## src/rtl/core/wma_pkg.sv

```systemverilog
// Shared types, constants and helpers of the weighted moving average filter.
// No dependencies; every other file but wma_ram imports this package.
package wma_pkg;

  localparam int unsigned SampleW = 16;
  localparam int unsigned WeightW = 8;
  localparam int unsigned CfgW    = 48;
  localparam int unsigned CfgIdxW = 2;
  localparam int unsigned ProdW   = SampleW + WeightW + 1;
  localparam int unsigned RegTaps = 12;
  localparam int unsigned LowTaps = 6;

  localparam logic [CfgW-1:0]    WeightsLowRst  = 48'h0605_0403_0201;
  localparam logic [CfgW-1:0]    WeightsHighRst = 48'h0C0B_0A09_0807;
  localparam logic [WeightW-1:0] WeightTotalRst = 8'd78;

  localparam logic [SampleW-1:0] AvgMax = 16'h7FFF;
  localparam logic [SampleW-1:0] AvgMin = 16'h8000;

  typedef enum logic [CfgIdxW-1:0] {
    CfgWeightsLow  = 2'd0,
    CfgWeightsHigh = 2'd1,
    CfgWeightTotal = 2'd2
  } cfg_idx_e;

  function automatic logic [WeightW-1:0] tap_weight(logic [CfgW-1:0] lo, logic [CfgW-1:0] hi,
                                                    int unsigned tap);
    logic [WeightW-1:0] w;
    w = '0;
    if (tap < LowTaps) begin
      w = lo[WeightW*tap +: WeightW];
    end else if (tap < RegTaps) begin
      w = hi[WeightW*(tap-LowTaps) +: WeightW];
    end
    return w;
  endfunction

endpackage

```

## src/rtl/core/wma_sample_if.sv

```systemverilog
// Input channel of the filter: one signed sample per item.
// Depends on wma_pkg.
interface wma_sample_if
  import wma_pkg::*;
();
  logic                      valid;
  logic                      ready;
  logic signed [SampleW-1:0] sample;

  modport source (output valid, output sample, input ready);
  modport sink (input valid, input sample, output ready);
endinterface

```

## src/rtl/core/wma_result_if.sv

```systemverilog
// Output channel of the filter: saturated average and clip flag per item.
// Depends on wma_pkg.
interface wma_result_if
  import wma_pkg::*;
();
  logic                      valid;
  logic                      ready;
  logic signed [SampleW-1:0] average;
  logic                      clipped;

  modport source (output valid, output average, output clipped, input ready);
  modport sink (input valid, input average, input clipped, output ready);
endinterface

```

## src/rtl/core/wma_ram.sv

```systemverilog
// Generic single-write, single-read synchronous RAM with registered read data.
// No dependencies.
module wma_ram #(
  parameter int unsigned Width = 16,
  parameter int unsigned Depth = 12
) (
  input  logic                     clk_i,
  input  logic                     we_i,
  input  logic [$clog2(Depth)-1:0] waddr_i,
  input  logic [Width-1:0]         wdata_i,
  input  logic                     re_i,
  input  logic [$clog2(Depth)-1:0] raddr_i,
  output logic [Width-1:0]         rdata_o
);

  logic [Width-1:0] mem_q [Depth];
  logic [Width-1:0] rdata_q;

  always_ff @(posedge clk_i) begin
    if (we_i) begin
      mem_q[waddr_i] <= wdata_i;
    end
    if (re_i) begin
      rdata_q <= mem_q[raddr_i];
    end
  end

  assign rdata_o = rdata_q;

endmodule

```

## src/rtl/core/wma_mac.sv

```systemverilog
// Sample window in a circular RAM and the multiply-accumulate sequencer over it.
// Depends on wma_pkg and wma_ram.
module wma_mac
  import wma_pkg::*;
#(
  parameter int unsigned TAPS = 12,
  parameter int unsigned AccW = 29
) (
  input  logic                      clk_i,
  input  logic                      rst_ni,
  input  logic                      start_i,
  input  logic signed [SampleW-1:0] sample_i,
  input  logic [CfgW-1:0]           weights_low_i,
  input  logic [CfgW-1:0]           weights_high_i,
  output logic                      idle_o,
  output logic                      acc_vld_o,
  input  logic                      acc_rdy_i,
  output logic signed [AccW-1:0]    acc_o
);

  localparam int unsigned TapW = $clog2(TAPS);
  localparam int unsigned CntW = $clog2(TAPS + 1);

  typedef enum logic [2:0] {
    MacIdle = 3'b001,
    MacRun  = 3'b010,
    MacDone = 3'b100
  } mac_state_e;

  mac_state_e                state_q, state_d;
  logic [TapW-1:0]           wptr_q, wptr_d;
  logic [TapW-1:0]           rd_ptr_q, rd_ptr_d;
  logic [CntW-1:0]           iss_cnt_q, iss_cnt_d;
  logic [TAPS-1:0]           valid_q, valid_d;
  logic                      s1_vld_q, s1_vld_d;
  logic                      s1_last_q, s1_last_d;
  logic                      s1_ok_q, s1_ok_d;
  logic [WeightW-1:0]        s1_w_q, s1_w_d;
  logic                      s2_vld_q, s2_vld_d;
  logic                      s2_last_q, s2_last_d;
  logic signed [ProdW-1:0]   prod_q, prod_d;
  logic signed [AccW-1:0]    acc_q, acc_d;
  logic                      issue;
  logic [SampleW-1:0]        rdata;
  logic signed [SampleW-1:0] op;
  logic signed [WeightW:0]   wop;

  function automatic logic [TapW-1:0] inc_ptr(logic [TapW-1:0] p);
    logic [TapW-1:0] n;
    n = (p == TapW'(TAPS - 1)) ? '0 : p + 1'b1;
    return n;
  endfunction

  wma_ram #(
    .Width(SampleW),
    .Depth(TAPS)
  ) u_ram (
    .clk_i  (clk_i),
    .we_i   (start_i),
    .waddr_i(wptr_q),
    .wdata_i(sample_i),
    .re_i   (issue),
    .raddr_i(rd_ptr_q),
    .rdata_o(rdata)
  );

  assign issue = (state_q == MacRun) && (iss_cnt_q < CntW'(TAPS));

  always_comb begin
    state_d   = state_q;
    wptr_d    = wptr_q;
    rd_ptr_d  = rd_ptr_q;
    iss_cnt_d = iss_cnt_q;
    valid_d   = valid_q;
    acc_d     = acc_q;
    case (state_q)
      MacIdle: begin
        if (start_i) begin
          valid_d[wptr_q] = 1'b1;
          wptr_d          = inc_ptr(wptr_q);
          rd_ptr_d        = inc_ptr(wptr_q);
          iss_cnt_d       = '0;
          acc_d           = '0;
          state_d         = MacRun;
        end
      end
      MacRun: begin
        if (issue) begin
          rd_ptr_d  = inc_ptr(rd_ptr_q);
          iss_cnt_d = iss_cnt_q + 1'b1;
        end
        if (s2_vld_q) begin
          acc_d = acc_q + {{(AccW-ProdW){prod_q[ProdW-1]}}, prod_q};
          if (s2_last_q) begin
            state_d = MacDone;
          end
        end
      end
      MacDone: begin
        if (acc_rdy_i) begin
          state_d = MacIdle;
        end
      end
      default: begin
        state_d = MacIdle;
      end
    endcase
  end

  always_comb begin
    s1_vld_d  = issue;
    s1_last_d = issue && (iss_cnt_q == CntW'(TAPS - 1));
    s1_ok_d   = valid_q[rd_ptr_q];
    s1_w_d    = tap_weight(weights_low_i, weights_high_i, int'(iss_cnt_q));
    s2_vld_d  = s1_vld_q;
    s2_last_d = s1_last_q;
    op        = s1_ok_q ? $signed(rdata) : '0;
    wop       = $signed({1'b0, s1_w_q});
    prod_d    = op * wop;
  end

  always_ff @(posedge clk_i or negedge rst_ni) begin
    if (!rst_ni) begin
      state_q   <= MacIdle;
      wptr_q    <= '0;
      rd_ptr_q  <= '0;
      iss_cnt_q <= '0;
      valid_q   <= '0;
      s1_vld_q  <= 1'b0;
      s1_last_q <= 1'b0;
      s2_vld_q  <= 1'b0;
      s2_last_q <= 1'b0;
    end else begin
      state_q   <= state_d;
      wptr_q    <= wptr_d;
      rd_ptr_q  <= rd_ptr_d;
      iss_cnt_q <= iss_cnt_d;
      valid_q   <= valid_d;
      s1_vld_q  <= s1_vld_d;
      s1_last_q <= s1_last_d;
      s2_vld_q  <= s2_vld_d;
      s2_last_q <= s2_last_d;
    end
  end

  always_ff @(posedge clk_i) begin
    s1_ok_q <= s1_ok_d;
    s1_w_q  <= s1_w_d;
    prod_q  <= prod_d;
    acc_q   <= acc_d;
  end

  assign idle_o    = (state_q == MacIdle);
  assign acc_vld_o = (state_q == MacDone);
  assign acc_o     = acc_q;

  assert property (@(posedge clk_i) disable iff (!rst_ni)
    (state_q == MacIdle) |-> (!s1_vld_q && !s2_vld_q))
    else $error("mac pipeline busy while idle");

  assert property (@(posedge clk_i) disable iff (!rst_ni)
    iss_cnt_q <= CntW'(TAPS))
    else $error("mac tap counter past window depth");

endmodule

```

## src/rtl/core/wma_div.sv

```systemverilog
// Radix-2 restoring divider, saturation and output register of the filter.
// Depends on wma_pkg and wma_result_if.
module wma_div
  import wma_pkg::*;
#(
  parameter int unsigned AccW = 29
) (
  input  logic                   clk_i,
  input  logic                   rst_ni,
  input  logic                   acc_vld_i,
  output logic                   acc_rdy_o,
  input  logic signed [AccW-1:0] acc_i,
  input  logic [WeightW-1:0]     total_i,
  wma_result_if.source           out_o
);

  localparam int unsigned CntW = $clog2(AccW + 1);

  typedef enum logic [2:0] {
    DivIdle = 3'b001,
    DivRun  = 3'b010,
    DivDone = 3'b100
  } div_state_e;

  div_state_e         state_q, state_d;
  logic [CntW-1:0]    cnt_q, cnt_d;
  logic [WeightW-1:0] rem_q, rem_d;
  logic [AccW-1:0]    quo_q, quo_d;
  logic               neg_q, neg_d;
  logic [WeightW-1:0] div_q, div_d;
  logic               out_vld_q, out_vld_d;
  logic [SampleW-1:0] out_avg_q, out_avg_d;
  logic               out_clip_q, out_clip_d;
  logic [WeightW:0]   trial;
  logic [WeightW:0]   diff;
  logic               ge;
  logic               clip;
  logic [SampleW-1:0] avg;

  assign trial = {rem_q, quo_q[AccW-1]};
  assign diff  = trial - {1'b0, div_q};
  assign ge    = (trial >= {1'b0, div_q});

  always_comb begin
    if (neg_q) begin
      clip = (|quo_q[AccW-1:SampleW]) || (quo_q[SampleW-1] && (|quo_q[SampleW-2:0]));
    end else begin
      clip = |quo_q[AccW-1:SampleW-1];
    end
    if (clip) begin
      avg = neg_q ? AvgMin : AvgMax;
    end else begin
      avg = neg_q ? (~quo_q[SampleW-1:0] + 1'b1) : quo_q[SampleW-1:0];
    end
  end

  always_comb begin
    state_d    = state_q;
    cnt_d      = cnt_q;
    rem_d      = rem_q;
    quo_d      = quo_q;
    neg_d      = neg_q;
    div_d      = div_q;
    out_vld_d  = out_vld_q;
    out_avg_d  = out_avg_q;
    out_clip_d = out_clip_q;
    if (out_vld_q && out_o.ready) begin
      out_vld_d = 1'b0;
    end
    case (state_q)
      DivIdle: begin
        if (acc_vld_i) begin
          neg_d   = acc_i[AccW-1];
          quo_d   = acc_i[AccW-1] ? (~acc_i + 1'b1) : acc_i;
          rem_d   = '0;
          div_d   = (total_i == '0) ? WeightW'(1) : total_i;
          cnt_d   = '0;
          state_d = DivRun;
        end
      end
      DivRun: begin
        rem_d = ge ? diff[WeightW-1:0] : trial[WeightW-1:0];
        quo_d = {quo_q[AccW-2:0], ge};
        cnt_d = cnt_q + 1'b1;
        if (cnt_q == CntW'(AccW - 1)) begin
          state_d = DivDone;
        end
      end
      DivDone: begin
        if (!out_vld_q || out_o.ready) begin
          out_vld_d  = 1'b1;
          out_avg_d  = avg;
          out_clip_d = clip;
          state_d    = DivIdle;
        end
      end
      default: begin
        state_d = DivIdle;
      end
    endcase
  end

  always_ff @(posedge clk_i or negedge rst_ni) begin
    if (!rst_ni) begin
      state_q   <= DivIdle;
      cnt_q     <= '0;
      out_vld_q <= 1'b0;
    end else begin
      state_q   <= state_d;
      cnt_q     <= cnt_d;
      out_vld_q <= out_vld_d;
    end
  end

  always_ff @(posedge clk_i) begin
    rem_q      <= rem_d;
    quo_q      <= quo_d;
    neg_q      <= neg_d;
    div_q      <= div_d;
    out_avg_q  <= out_avg_d;
    out_clip_q <= out_clip_d;
  end

  assign acc_rdy_o     = (state_q == DivIdle);
  assign out_o.valid   = out_vld_q;
  assign out_o.average = out_avg_q;
  assign out_o.clipped = out_clip_q;

  assert property (@(posedge clk_i) disable iff (!rst_ni)
    (state_q == DivRun) |-> (rem_q < div_q))
    else $error("divider remainder not below divisor");

  assert property (@(posedge clk_i) disable iff (!rst_ni)
    (state_q == DivDone) |-> (cnt_q == CntW'(AccW)))
    else $error("divider finished after wrong step count");

endmodule

```

## src/rtl/core/weighted_moving_average_filter.sv

```systemverilog
// Top level of the weighted moving average filter: configuration registers,
// window/MAC stage and divider stage. Depends on wma_pkg, both interfaces,
// wma_mac and wma_div.
//
// Usage: samples enter on in_i (valid/ready), one signed 16-bit sample per
// item; each item yields one item on out_o carrying the weighted average of
// the last TAPS samples and a clip flag. Weights and the divisor are written
// through cfg_we_i/cfg_idx_i/cfg_wdata_i; the user must write them only while
// the block is idle, and the block itself does not enforce this.
// The accumulator width is AccW = 25 + clog2(TAPS). The window RAM is read
// one tap per cycle, then the quotient is formed one bit per cycle. The MAC
// and divider overlap: the MAC stage can take the next sample while the
// divider is still working on the last sum.
// Reset clears the window to zeros and loads the default weights 1..12 with
// divisor 78. When out_o stalls, the result holds in the output register, the
// divider holds the next result, the MAC stage holds the sum after that, and
// in_i.ready stays low while the MAC stage is busy or holds a sum.
module weighted_moving_average_filter
  import wma_pkg::*;
#(
  parameter int unsigned TAPS = 12
) (
  input  logic               clk_i,
  input  logic               rst_ni,
  wma_sample_if.sink         in_i,
  wma_result_if.source       out_o,
  input  logic               cfg_we_i,
  input  logic [CfgIdxW-1:0] cfg_idx_i,
  input  logic [CfgW-1:0]    cfg_wdata_i
);

  localparam int unsigned AccW = ProdW + $clog2(TAPS);

  logic [CfgW-1:0]        weights_low_q, weights_low_d;
  logic [CfgW-1:0]        weights_high_q, weights_high_d;
  logic [WeightW-1:0]     weight_total_q, weight_total_d;
  logic                   mac_idle;
  logic                   start;
  logic                   acc_vld;
  logic                   acc_rdy;
  logic signed [AccW-1:0] acc;

  always_comb begin
    weights_low_d  = weights_low_q;
    weights_high_d = weights_high_q;
    weight_total_d = weight_total_q;
    if (cfg_we_i) begin
      case (cfg_idx_i)
        CfgWeightsLow:  weights_low_d  = cfg_wdata_i;
        CfgWeightsHigh: weights_high_d = cfg_wdata_i;
        CfgWeightTotal: weight_total_d = cfg_wdata_i[WeightW-1:0];
        default: ;
      endcase
    end
  end

  always_ff @(posedge clk_i or negedge rst_ni) begin
    if (!rst_ni) begin
      weights_low_q  <= WeightsLowRst;
      weights_high_q <= WeightsHighRst;
      weight_total_q <= WeightTotalRst;
    end else begin
      weights_low_q  <= weights_low_d;
      weights_high_q <= weights_high_d;
      weight_total_q <= weight_total_d;
    end
  end

  assign in_i.ready = mac_idle;
  assign start      = in_i.valid && mac_idle;

  wma_mac #(
    .TAPS(TAPS),
    .AccW(AccW)
  ) u_mac (
    .clk_i         (clk_i),
    .rst_ni        (rst_ni),
    .start_i       (start),
    .sample_i      (in_i.sample),
    .weights_low_i (weights_low_q),
    .weights_high_i(weights_high_q),
    .idle_o        (mac_idle),
    .acc_vld_o     (acc_vld),
    .acc_rdy_i     (acc_rdy),
    .acc_o         (acc)
  );

  wma_div #(
    .AccW(AccW)
  ) u_div (
    .clk_i    (clk_i),
    .rst_ni   (rst_ni),
    .acc_vld_i(acc_vld),
    .acc_rdy_o(acc_rdy),
    .acc_i    (acc),
    .total_i  (weight_total_q),
    .out_o    (out_o)
  );

  assert property (@(posedge clk_i) disable iff (!rst_ni)
    (in_i.valid && in_i.ready) |=> !in_i.ready)
    else $error("second item taken while window pass in progress");

endmodule
```

## src/flat_wrapper.sv

```systemverilog
// flat-port wrapper written by rule: the top's interface ports become plain ports
module weighted_moving_average_filter_flat import wma_pkg::*;
#(
  parameter int unsigned TAPS = 12
)
  (clk_i, rst_ni, cfg_we_i, cfg_idx_i, cfg_wdata_i, in_i_valid, in_i_sample, in_i_ready, out_o_valid, out_o_average, out_o_clipped, out_o_ready);
  wma_sample_if in_i_i ();
  wma_result_if out_o_i ();
  input  logic clk_i;
  input  logic rst_ni;
  input  logic cfg_we_i;
  input  logic [CfgIdxW-1:0] cfg_idx_i;
  input  logic [CfgW-1:0] cfg_wdata_i;
  input wire logic [$bits(in_i_i.valid)-1:0] in_i_valid;
  input wire logic [$bits(in_i_i.sample)-1:0] in_i_sample;
  output wire logic [$bits(in_i_i.ready)-1:0] in_i_ready;
  output wire logic [$bits(out_o_i.valid)-1:0] out_o_valid;
  output wire logic [$bits(out_o_i.average)-1:0] out_o_average;
  output wire logic [$bits(out_o_i.clipped)-1:0] out_o_clipped;
  input wire logic [$bits(out_o_i.ready)-1:0] out_o_ready;
  assign in_i_i.valid = in_i_valid;
  assign in_i_i.sample = in_i_sample;
  assign in_i_ready = in_i_i.ready;
  assign out_o_valid = out_o_i.valid;
  assign out_o_average = out_o_i.average;
  assign out_o_clipped = out_o_i.clipped;
  assign out_o_i.ready = out_o_ready;
  weighted_moving_average_filter #(.TAPS(TAPS)) u_core (.clk_i(clk_i), .rst_ni(rst_ni), .in_i(in_i_i), .out_o(out_o_i), .cfg_we_i(cfg_we_i), .cfg_idx_i(cfg_idx_i), .cfg_wdata_i(cfg_wdata_i));
endmodule
```

## config.mk

```make
export PLATFORM = sky130hd
export DESIGN_NAME = weighted_moving_average_filter_flat
export DESIGN_NICKNAME = d
export VERILOG_FILES = /design/src/rtl/core/wma_pkg.sv /design/src/rtl/core/wma_sample_if.sv /design/src/rtl/core/wma_result_if.sv /design/src/rtl/core/wma_ram.sv /design/src/rtl/core/wma_mac.sv /design/src/rtl/core/wma_div.sv /design/src/rtl/core/weighted_moving_average_filter.sv /design/src/flat_wrapper.sv
export SDC_FILE = /design/constraint.sdc
export NUM_CORES = 1
export LEC_CHECK = 0
export BUFFER_PORTS_ARGS = -buffer_cell sky130_fd_sc_hd__buf_2
export CAP_MARGIN = 20
export CORE_MARGIN = 2
export CORE_UTILIZATION = 40
export DETAILED_ROUTE_END_ITERATION = 10
export PLACE_DENSITY = 0.57
export SYNTH_ARGS = -nofsm -noshare
export SYNTH_HDL_FRONTEND = slang
export SYNTH_HIERARCHICAL = 1
export SYNTH_SLANG_ARGS = --single-unit
```

## constraint.sdc

```tcl
create_clock -name clk_i -period 6.1 [get_ports clk_i]
set_clock_uncertainty 0.15 [all_clocks]
set_input_delay 1.22 -clock clk_i [delete_from_list [all_inputs] [get_ports clk_i]]
set_output_delay 1.22 -clock clk_i [all_outputs]
set_load 0.005 [all_outputs]
```

==> flow_metrics.py <==
metrics = {
    "timing": {
        "slew_violations": 0,
        "worst_slack_ps": 389,
        "tightest_slew_ps": 1100,
        "fin_crit_sh_pct": 93.6,
        "setup_viol": 0,
        "finalHoldViolCount": 0,
        "max_slew_margin_pct": 26.5,
        "fmax_mhz": 175,
        "whs_ps": 212,
        "rsz0062_at_grt": "false",
        "setup_tns_ps": 0,
        "post-route-min-period_ps": 5710,
    },
    "route": {
        "drtIter0Drc": 1091,
        "drtPass1Iterations": 5,
        "postRouteAntennaNets": 0,
        "wirelength_mm": 59.3,
        "drc": 0,
        "avgRoutedWirePerCell_um": 19.0,
        "routed-via-count": 16700,
        "vias_per_cell": 5.36,
    },
    "pwr": {
        "pwr_density_cell_mw_per_mm2": 242,
        "power_mw": 7.17,
        "leakage_nw": 12.1,
        "ir_drop_mv": 0.277,
    },
    "global_route": {
        "grtUsageTotal_pct": 17.6,
        "grt_pass1_wl_mm": 95.6,
        "grt-ovfl-total": 0,
        "antenna_found_initial": 3,
        "grt_max_degree": 101,
        "grt_pass1_vias": 17200,
    },
    "placement": {
        "io_buffers": 89,
        "gp_congestion": 0.842,
        "placed_area_mm2": 0.0278,
        "placed_cells": 3021,
        "pre_cts_slack_ps": 430,
        "dp_hpwl_mm": 41.8,
    },
    "worst_setup_path": {
        "ff2ff_path_depth": 17,
        "critical_path_required_ps": 6510,
        "worst-r2r-setup-slack_ps": 390,
        "crit_chain": "buf_4 -> and2_1 -> nand2_1 -> fa_1 -> inv_1 -> fa_1 -> fa_1 -> inv_1 -> fa_1 -> inv_1 -> ha_1 -> and3_1 -> a211o_1 -> a21oi_1 -> o21ai_1 -> or4_1 -> nand4_1",
        "critPathArrivalTime_ps": 6120,
        "endpoint_kind": "flip-flop",
        "critPathMaxStageDelay_ps": 790,
        "crit_slowest_cell": "dfxtp_2",
        "critPathKind": "flip-flop to flip-flop",
        "crit_path_start_kind": "flip-flop",
        "worst_path_most_repeated_cell": "fa_1",
        "cp_max_fo": 48,
    },
    "layout": {
        "num-fill-cells": 6006,
        "nets": 2486,
        "regArea_mm2": 0.0133,
        "finalNonFillerCells": 3124,
        "drive_gt1_share_pct": 18.0,
        "multi_input_area_mm2": 0.0120,
        "fin_util_pct": 45.1,
        "syn2layout_area_growth_pct": 12.1,
        "final_area_mm2": 0.0296,
    },
    "yosys": {
        "synth_edf_count": 300,
        "ys_dominant_reg_cell": "edfxtp_1",
        "synthDistinctLibCells": 81,
        "avgSynthCellArea_um2": 12.4,
        "syn_nets": 2407,
        "ys_ff_latch": 478,
        "ys_seq_area_share_pct": 50.4,
        "synth.area.top_cells": "edfxtp_1 34%, dfrtp_1 11%, fa_1 7.9%",
        "ys.warnings.count": 6,
        "synth_cells": 2134,
        "synthesis.area_mm2": 0.0264,
        "synth_area_leader_cell": "edfxtp_1",
        "postSynth.asyncResetShare_pct": 30.1,
        "synth_top_area_share_pct": 34.1,
    },
    "status": {
        "outcome": "finished clean",
    },
    "die": {
        "io_pins": 90,
        "core_area_mm2": 0.0656,
        "die_area_mm2": 0.0681,
        "die_h_um": 261,
        "rows": 94,
        "die_w_um": 261,
        "start_util_pct": 40.3,
    },
    "clock_network": {
        "post_cts_buffers": 0,
        "cts_tree": "built",
        "path_clk_slew_ps": 60,
        "hold_buffers": 0,
        "cts.sinks": 478,
        "clk_latency_ps": 640,
        "htree_num_levels": 2,
        "cts.repair.resized": 0,
        "cts_root_buf": "clkbuf_16",
        "clk_path_buf_depth": 3,
        "cts_buffers": 54,
    },
    "min_path": {
        "hold_depth": 0,
        "hold_path_class": "flip-flop to flip-flop",
    },
    "run": {
        "cap_violations": 0,
    },
}
## cells by family after synthesis
group	synth area share (%)
AO/OA/AOI/OAI	8.72
AND/OR/NAND/NOR	10.5
XOR/XNOR	2.25
buffers and inverters	4.39
flip-flops	50.4
multiplexers	11.2
adder cells (fa/ha/maj)	12.5
## synth_stat cells (13+ instances only)
| master | count |
|---|---|
| dfxtp_1 | 34 |
| nand2_1 | 109 |
| mux2_2 | 100 |
| o21ai_0 | 38 |
| fa_1 | 104 |
| o31ai_1 | 14 |
| o211ai_1 | 13 |
| a21o_1 | 20 |
| a22oi_1 | 32 |
| mux2_1 | 21 |
| nor3_1 | 33 |
| o22ai_1 | 13 |
| nand3_1 | 63 |
| o221ai_1 | 17 |
| xnor2_1 | 28 |
| a31oi_1 | 17 |
| o21bai_1 | 15 |
| mux4_2 | 48 |
| inv_1 | 191 |
| o21a_1 | 14 |
| nand2b_1 | 20 |
| mux2i_1 | 43 |
| o21ai_1 | 33 |
| edfxtp_1 | 300 |
| nor2_1 | 116 |
| a21oi_1 | 70 |
| dfstp_2 | 28 |
| dfrtp_1 | 116 |
| ha_1 | 98 |
| and3_1 | 88 |
| xor2_1 | 40 |
| clkbuf_1 | 69 |
## cells in the final DEF, fill, tap and decap left out, types with 20 or more instances in the layout
master / n
a21oi_1: 70
clkbuf_16: 56
mux2_1: 21
fa_1: 104
buf_4: 31
o21ai_0: 38
inv_1: 191
a22oi_1: 32
dfrtp_1: 114
xor2_1: 40
dfstp_2: 28
mux2i_1: 43
nand2b_1: 20
nand3_1: 63
nand2_1: 109
mux2_2: 100
ha_1: 98
buf_2: 88
a21o_1: 20
edfxtp_1: 300
nor2_1: 115
nor3_1: 30
and3_1: 88
o21ai_1: 33
mux4_2: 48
xnor2_1: 28
dfxtp_1: 33
## final timing paths
check	start	to
setup / recovery	u_core/u_mac/s1_ok_q$_DFF_P_	u_core/u_mac/prod_q[22]$_DFF_P_
hold / removal	u_core/u_mac/s1_vld_q$_DFF_PN0_	u_core/u_mac/s2_vld_q$_DFF_PN0_
setup reg to reg	u_core/u_mac/s1_ok_q$_DFF_P_	u_core/u_mac/prod_q[22]$_DFF_P_
hold reg to reg	u_core/u_mac/s1_vld_q$_DFF_PN0_	u_core/u_mac/s2_vld_q$_DFF_PN0_
max in group asynchronous	rst_ni	u_core/u_mac/rd_ptr_q[0]$_DFFE_PN0P_
min in group asynchronous	rst_ni	u_core/weights_low_q[30]$_DFFE_PN0P_
## power breakdown
part	switching, mW	internal [mW]	total (mW)
Clock	1.34	1.90	3.24
Sequential	0.0666	3.59	3.66
Combinational	0.113	0.159	0.273
## cell type report
class | instances | share of cell area [%]
clock buffers | 66 | 4.96
clock inverters | 34 | 1.17
flip-flops and latches | 478 | 45.0
inverters | 193 | 2.45
diodes | 3 | 0.0253
well taps | 864 | 3.65
repair buffers | 120 | 2.31
multi-input cells | 1366 | 40.4
## sequential cells by signal (all words and copies together), names as in the netlist, 3 cells and up
signal                      flops
u_core/u_div/cnt_q              5
u_core/u_div/div_q              8
u_core/u_div/out_o.average     16
u_core/u_div/quo_q             29
u_core/u_div/rem_q              8
u_core/u_div/state_q            3
u_core/u_mac/acc_o             29
u_core/u_mac/iss_cnt_q          4
u_core/u_mac/prod_q            25
u_core/u_mac/rd_ptr_q           4
u_core/u_mac/s1_w_q             8
u_core/u_mac/state_q            3
u_core/u_mac/u_ram/mem_q      192
u_core/u_mac/u_ram/rdata_o     16
u_core/u_mac/valid_q           12
u_core/u_mac/wptr_q             4
u_core/weight_total_q           8
u_core/weights_high_q          48
u_core/weights_low_q           48
## routing by layer
layer | vias up | global-route usage (%) | routed length [um]
li1 | 7972 | - | -
met1 | 8447 | 23.3 | 26600
met2 | 244 | 30.3 | 29700
met3 | 79 | 2.23 | 1780
met4 | 0 | 5.27 | 1270
met5 | - | 0 | 0
## critical path: cells and delay by family (launching register included)
family	cells	cell delay [ps]
AOI/OAI and AO/OA	3	600
buffers and inverters	4	530
and+or+nand+nor	5	1130
adders and majority gates	5	2430
DFF	1	790
Note: power is estimated with default switching activity, not from simulation.
